===== src/rtl/srdl_pkg.sv =====
// Shared constants, codes and types of the survey request dedup limiter.
`default_nettype none
package srdl_pkg;

  localparam int TABLE_ENTRIES = 256;
  localparam int IDX_W = $clog2(TABLE_ENTRIES);
  localparam int CNT_W = $clog2(TABLE_ENTRIES + 1);

  localparam int LEDGER_W = 32;
  localparam int ID_W     = 64;
  localparam int WINDOW_W = 16;
  localparam int LIMIT_W  = 8;

  localparam int IN_DATA_W  = 200;
  localparam int OUT_DATA_W = 8;
  localparam int CFG_IDX_W  = 2;

  typedef enum logic [2:0] {
    KIND_REQUEST  = 3'd0,
    KIND_RESPONSE = 3'd1,
    KIND_START    = 3'd2,
    KIND_STOP     = 3'd3,
    KIND_CLEAR    = 3'd4
  } kind_t;

  typedef enum logic [3:0] {
    RSN_OK        = 4'd0,
    RSN_WINDOW    = 4'd1,
    RSN_SR_LIMIT  = 4'd2,
    RSN_SD_LIMIT  = 4'd3,
    RSN_DUPLICATE = 4'd4,
    RSN_UNSEEN    = 4'd5,
    RSN_ACTIVE    = 4'd6,
    RSN_EXTERNAL  = 4'd7,
    RSN_FULL      = 4'd8
  } reason_t;

  typedef enum logic [CFG_IDX_W-1:0] {
    CFG_WINDOW  = 2'd0,
    CFG_LIMIT   = 2'd1,
    CFG_SELF_ID = 2'd2
  } cfg_reg_t;

  typedef enum logic [1:0] {
    ST_IDLE,
    ST_CHECK,
    ST_SCAN,
    ST_FINISH
  } state_t;

  typedef struct packed {
    logic [ID_W-1:0]     surveyed;
    logic [ID_W-1:0]     surveyor;
    logic [LEDGER_W-1:0] ledger;
  } entry_t;

  localparam int ENTRY_W = $bits(entry_t);

  typedef struct packed {
    logic load;
    logic scan_start;
    logic finish;
  } ctrl_cmd_t;

  typedef struct packed {
    logic needs_scan;
    logic scan_done;
    logic out_busy;
  } dp_stat_t;

endpackage
`default_nettype wire


===== src/rtl/srdl_ctrl.sv =====
// Controller state machine: sequences capture, table scan and result.
`default_nettype none
module srdl_ctrl (
  input  wire logic               clk,
  input  wire logic               rst_n,
  input  wire logic               in_valid,
  output logic                    in_ready,
  input  wire srdl_pkg::dp_stat_t stat,
  output srdl_pkg::ctrl_cmd_t     cmd
);
  import srdl_pkg::*;

  state_t state_r, state_nxt;

  // State register
  always_ff @(posedge clk) begin
    if (!rst_n) begin
      state_r <= ST_IDLE;
    end else begin
      state_r <= state_nxt;
    end
  end

  // Next state and commands
  always_comb begin
    state_nxt = state_r;
    cmd = '0;
    in_ready = 1'b0;
    case (state_r)
      ST_IDLE: begin
        in_ready = 1'b1;
        if (in_valid) begin
          cmd.load = 1'b1;
          state_nxt = ST_CHECK;
        end
      end
      ST_CHECK: begin
        if (stat.needs_scan) begin
          cmd.scan_start = 1'b1;
          state_nxt = ST_SCAN;
        end else begin
          state_nxt = ST_FINISH;
        end
      end
      ST_SCAN: begin
        if (stat.scan_done) begin
          state_nxt = ST_FINISH;
        end
      end
      ST_FINISH: begin
        if (!stat.out_busy) begin
          cmd.finish = 1'b1;
          state_nxt = ST_IDLE;
        end
      end
      default: state_nxt = ST_IDLE;
    endcase
  end

endmodule
`default_nettype wire


===== config.mk =====
export PLATFORM = sky130hd
export DESIGN_NAME = srdl_ctrl
export DESIGN_NICKNAME = d
export VERILOG_FILES = /design/src/rtl/srdl_pkg.sv /design/src/rtl/srdl_ctrl.sv
export SDC_FILE = /design/constraint.sdc
export NUM_CORES = 1
export LEC_CHECK = 0
export ABC_AREA = 1
export BUFFER_PORTS_ARGS = -buffer_cell sky130_fd_sc_hd__clkbuf_2
export CAP_MARGIN = 20
export CORE_AREA = 8 8 45 47
export CTS_CLUSTER_SIZE = 8
export DETAILED_ROUTE_END_ITERATION = 6
export DIE_AREA = 0 0 53 55
export SLEW_MARGIN = 20
export SYNTH_ARGS = -nofsm -noshare
export SYNTH_HDL_FRONTEND = slang
export SYNTH_SLANG_ARGS = --single-unit

===== constraint.sdc =====
create_clock -name clk -period 1.1 [get_ports clk]
set_input_delay 0.055 -clock clk [delete_from_list [all_inputs] [get_ports clk]]
set_output_delay 0.055 -clock clk [all_outputs]
set_load 0.005 [all_outputs]

==> Yosys cells after proc, flatten, opt, wreduce, memory -nomap -nowiden <==
Index checks and enable logic that the tools add are counted.
{ "totals": {"register_bits": 2, "inputBits": 6, "out_inout_bits": 4, "wordCells": 21} }
{ "classes": {"eq_ne": 6, "n_mux": 12, "n_reduce_logical": 2} }
{ "op_table": {"columns": ["op", "n"], "rows": [
  ["2-to-1 mux 1 bit", 8],
  ["one-hot mux 2 bit (4 select lines)", 1],
  ["2-to-1 mux 2 bit", 3],
  ["inequality test 2 bit (second input constant)", 3],
  ["equality test 2 bit (second input constant)", 2],
  ["AND reduction 3 bit", 1],
  ["equality test 2 x 1 -> 1 bit (second input constant)", 1],
  ["zero test 2 bit", 1]
]} }

==> Depth between registers and ports, before layout <==
{ "logic_depth": {"word_depth": 3, "mapped_depth": 7, "mapped_depth_nobuf": 7} }

==> Least setup slack after synthesis <==
OpenSTA, ideal clock, no wires.
{ "synth_timing": {"path_type": "register to register", "startpoint": "register state_r[0]", "endpoint": "register state_r[0]", "setup_time_ps": 70, "t_arrival_ps": 1054, "slack_ps": -23, "path_stages_with_launch": 8, "n_path_buf": 0, "period_less_slack_ps": 1123, "cell_sequence": "dfxtp_1 -> inv_1 -> ha_1 -> nand2_2 -> inv_2 -> nor2_4 -> nand2_1 -> a21oi_1"} }
{ "synth_between": {"elab_chain_cells": 3, "elab_cells_between_ends": 9, "cone_classes": "eq/ne (6); mux (1); reduce/logical (2)"} }
{ "synth_lines": {"columns": ["item", "line", "rtl"], "rows": [
  ["from (decl)", "srdl_ctrl.sv:13", "state_t state_r, state_nxt;"],
  ["from (signal assigned)", "srdl_ctrl.sv:20", "state_r <= state_nxt;"],
  ["equality test 2 bit or zero test 2 bit (tied branches)", "srdl_ctrl.sv:29", "case (state_r)"],
  ["inequality test 2 bit (no source line)", null, null],
  ["AND reduction 3 bit (no source line)", null, null]
]} }
Parallel ways exist; a longest one is shown, timed or not.
A chain may end at the register's enable or synchronous reset.

==> Worst setup path in the final report <==
{ "layout_timing": {"startpoint": "register state_r[0]", "endpoint": "register state_r[1]"} }
Same word-level chain as after synthesis.

==> flow_metrics.py <==
metrics = {
    "run_status": {
        "status": "finished, violations left",
        "failed_checks": "setup timing",
    },
    "place": {
        "dp_hpwl_um": 408.7,
        "portBuffers": 9,
        "post-place-ws_ns": -0.04199,
        "postPlaceCellArea_um2": 300.3,
        "place_congestion": 0.7128,
    },
    "min_path": {
        "min_path_type": "in2reg",
        "min_to": "state_r[0]$_SDFFE_PN0P_",
        "hold_path_depth": 3,
        "holdCritStartpoint": "rst_n",
    },
    "floorplan": {
        "core_area_um2": 1384,
        "die_h_um": 55,
        "die-area_um2": 2915,
        "die_w_um": 53,
        "num_io_pins": 10,
        "fp-row-count": 14,
        "initial_core_util": 0.1573,
    },
    "yosys": {
        "synth_seq_cells": 2,
        "synthCells": 35,
        "yosysSeqAreaShare": 0.1839,
        "avgSynthCellArea_um2": 6.220,
        "ys_warn_count": 0,
        "syn_nets": 45,
        "synth.distinct_cells": 10,
        "netlist_area_um2": 217.7,
    },
    "job": {
        "max_cap_viol_count": 0,
    },
    "drt": {
        "detail-route-antenna-nets": 0,
        "vias": 257,
        "dr.first_iter.drc_count": 4,
        "routed_wl_um": 657,
        "wl_per_cell_um": 9.662,
        "vias_per_cell": 3.779,
        "drc_errors": 0,
        "drtPass1Iterations": 3,
    },
    "sta": {
        "finalSetupViolCount": 4,
        "setup_ws_ns": -0.04365,
        "hold_violations": 0,
        "period_share": 1.040,
        "layout_min_cycle_time_ns": 1.144,
        "whs_ns": 0.09073,
        "setup_tns_ns": -0.1362,
        "tightestPinTransition_ns": 0.1155,
        "clock.fmax_mhz": 874.4,
        "rsz0062_at_grt": "yes",
        "slew_violations": 0,
        "slew_headroom": 0.9228,
        "finClkSkew_ns": 0.001442,
    },
    "setup_path": {
        "rrSetupSlack_ns": -0.04,
        "crit_type": "reg2reg",
        "worstPathRequired_ns": 1.25,
        "cpMostUsedCell": "inv_4",
        "cp_cell_sequence": "inv_4 > ha_4 > buf_6 > nand2_4 > inv_4 > nor2_4 > nand2_2 > a21oi_2",
        "crit_arrival_ns": 1.29,
        "crit_path_max_fanout": 3,
        "rr_endpoint": "state_r[1]$_SDFFE_PN0P_",
        "r2r_cells": 8,
        "rr_startpoint": "state_r[0]$_SDFFE_PN0P_",
        "cp-start-kind": "register",
        "cpPeakStageDelay_ns": 0.37,
        "crit_path_top_delay_cell": "dfxtp_4",
        "endpoint_kind": "register",
    },
    "clock_network": {
        "postCtsHoldBufs": 0,
        "cts-root-buf": "clkbuf_4",
        "cts.htree.levels": 1,
        "clock_latency_ns": 0.22,
        "clock_path_buffers": 2,
        "numCtsBuffers": 3,
        "cts.sink_count": 2,
        "clk_pin_slew_ns": 0.03,
        "cts_tree": "done",
    },
    "final_layout": {
        "area_delta_synth_final_pct": 98.28,
        "diodes": 0,
        "drive_above_1_share": 0.7308,
        "top_register": "state_r",
        "design_area_um2": 431.7,
        "largest_reg_flops": 2,
        "largest_registers": "state_r x2",
        "nets": 64,
    },
    "global_routing": {
        "antenna_found_initial": 0,
        "grt_max_degree": 5,
        "grt_overflow": 0,
        "grt_pass1_wl_um": 862,
        "grt_pass1_vias": 248,
        "grtUsageTotal": 0.04253,
    },
    "pwr": {
        "peakVddDrop_mv": 0.8996,
        "p_leak_nw": 0.2266,
        "power_mw": 1.245,
        "p_per_area_nw_per_um2": 2883,
    },
}
worst max-delay path by stage:
stage / start / endpoint / slack (ns) / cells after the start
4_1_cts: state_r[1]$_SDFFE_PN0P_ / state_r[0]$_SDFFE_PN0P_ / -0.04 / 7
3_3_place_gp: state_r[1]$_SDFFE_PN0P_ / state_r[0]$_SDFFE_PN0P_ / -0.01 / 7
3_5_place_dp: state_r[0]$_SDFFE_PN0P_ / state_r[0]$_SDFFE_PN0P_ / -0.04 / 7
5_1_grt: state_r[0]$_SDFFE_PN0P_ / state_r[0]$_SDFFE_PN0P_ / -0.11 / 8
6_report: state_r[0]$_SDFFE_PN0P_ / state_r[1]$_SDFFE_PN0P_ / -0.04 / 8
2_1_floorplan: state_r[0]$_SDFFE_PN0P_ / state_r[0]$_SDFFE_PN0P_ / 0.02 / 7
worst max-delay path: cells and delay by family, from the launching register on:
family / cells / cell delay, ns
AOI/OAI and AO/OA: 1 / 0.12
adders and majority gates: 1 / 0.16
buffers and inverters: 3 / 0.19
DFF: 1 / 0.37
and+or+nand+nor: 3 / 0.23
area by class of cell:
cell class / instances / area [um2]
clock buffer: 3 / 22.52
fill: 162 / 952.2
inverter: 11 / 46.29
multi-input combinational: 22 / 203.9
sequential: 2 / 45.04
tap: 16 / 20.02
timing repair buffer: 14 / 93.84
through the flow:
| stage | instances | util |
|---|---|---|
| 4_1_cts | 67 | 0.2712 |
| 6_report | 68 | 0.3119 |
| 3_5_place_dp | 62 | 0.2170 |
| 3_3_place_gp | 62 | 0.2170 |
| 2_1_floorplan | 35 | - |
| 5_1_grt | 68 | 0.3119 |
cells in the final DEF (no fill, tap or decap):
cell      netlist  routed
inv_1          10       7
inv_4           0       2
ha_4            0       3
ha_2            0       1
nor2_2          0       1
buf_2           0       1
nand2_1         9       4
clkbuf_2        0       8
clkbuf_4        0       3
dfxtp_4         0       1
nand3_1         3       3
a21oi_2         0       2
nand2_4         0       1
buf_4           0       2
buf_6           0       3
nor2_4          1       1
inv_2           1       2
dfxtp_2         0       1
nand2_2         2       6
power by group:
group | internal (mW) | switching, mW | leakage [nW] | total (mW)
clock network | 0.120 | 0.0382 | 0.0138 | 0.158
logic | 0.475 | 0.436 | 0.195 | 0.911
registers | 0.127 | 0.0484 | 0.0175 | 0.175
total | 0.722 | 0.523 | 0.227 | 1.24
timing repair:
item,4_1_cts,5_1_grt
setup endpoints to repair,6,5
gates resized for setup,13,14
setup buffers,2,1
pin swaps,5,6
per-layer routing:
layer / wire length (um) / track usage
met1: 215 / 0.03323
met2: 352 / 0.06641
met3: 90 / 0.02674
met4: 0 / 0.05172
met5: 0 / 0
cells in the mapped netlist:
master | count | area, um2
a21oi_1 | 2 | 10.01
dfxtp_1 | 2 | 40.04
ha_1 | 4 | 50.05
inv_1 | 10 | 37.54
inv_2 | 1 | 3.750
nand2_1 | 9 | 33.78
nand2_2 | 2 | 12.51
nand3_1 | 3 | 15.01
nor2_1 | 1 | 3.750
nor2_4 | 1 | 11.26
logic make-up after synthesis:
group | Yosys count | synth area share
fa+ha+maj | 4 | 0.2299
simple gates | 16 | 0.3505
buf+inv | 11 | 0.1897
flops | 2 | 0.1839
compound gates | 2 | 0.04598
(Power assumes the default switching activity.)
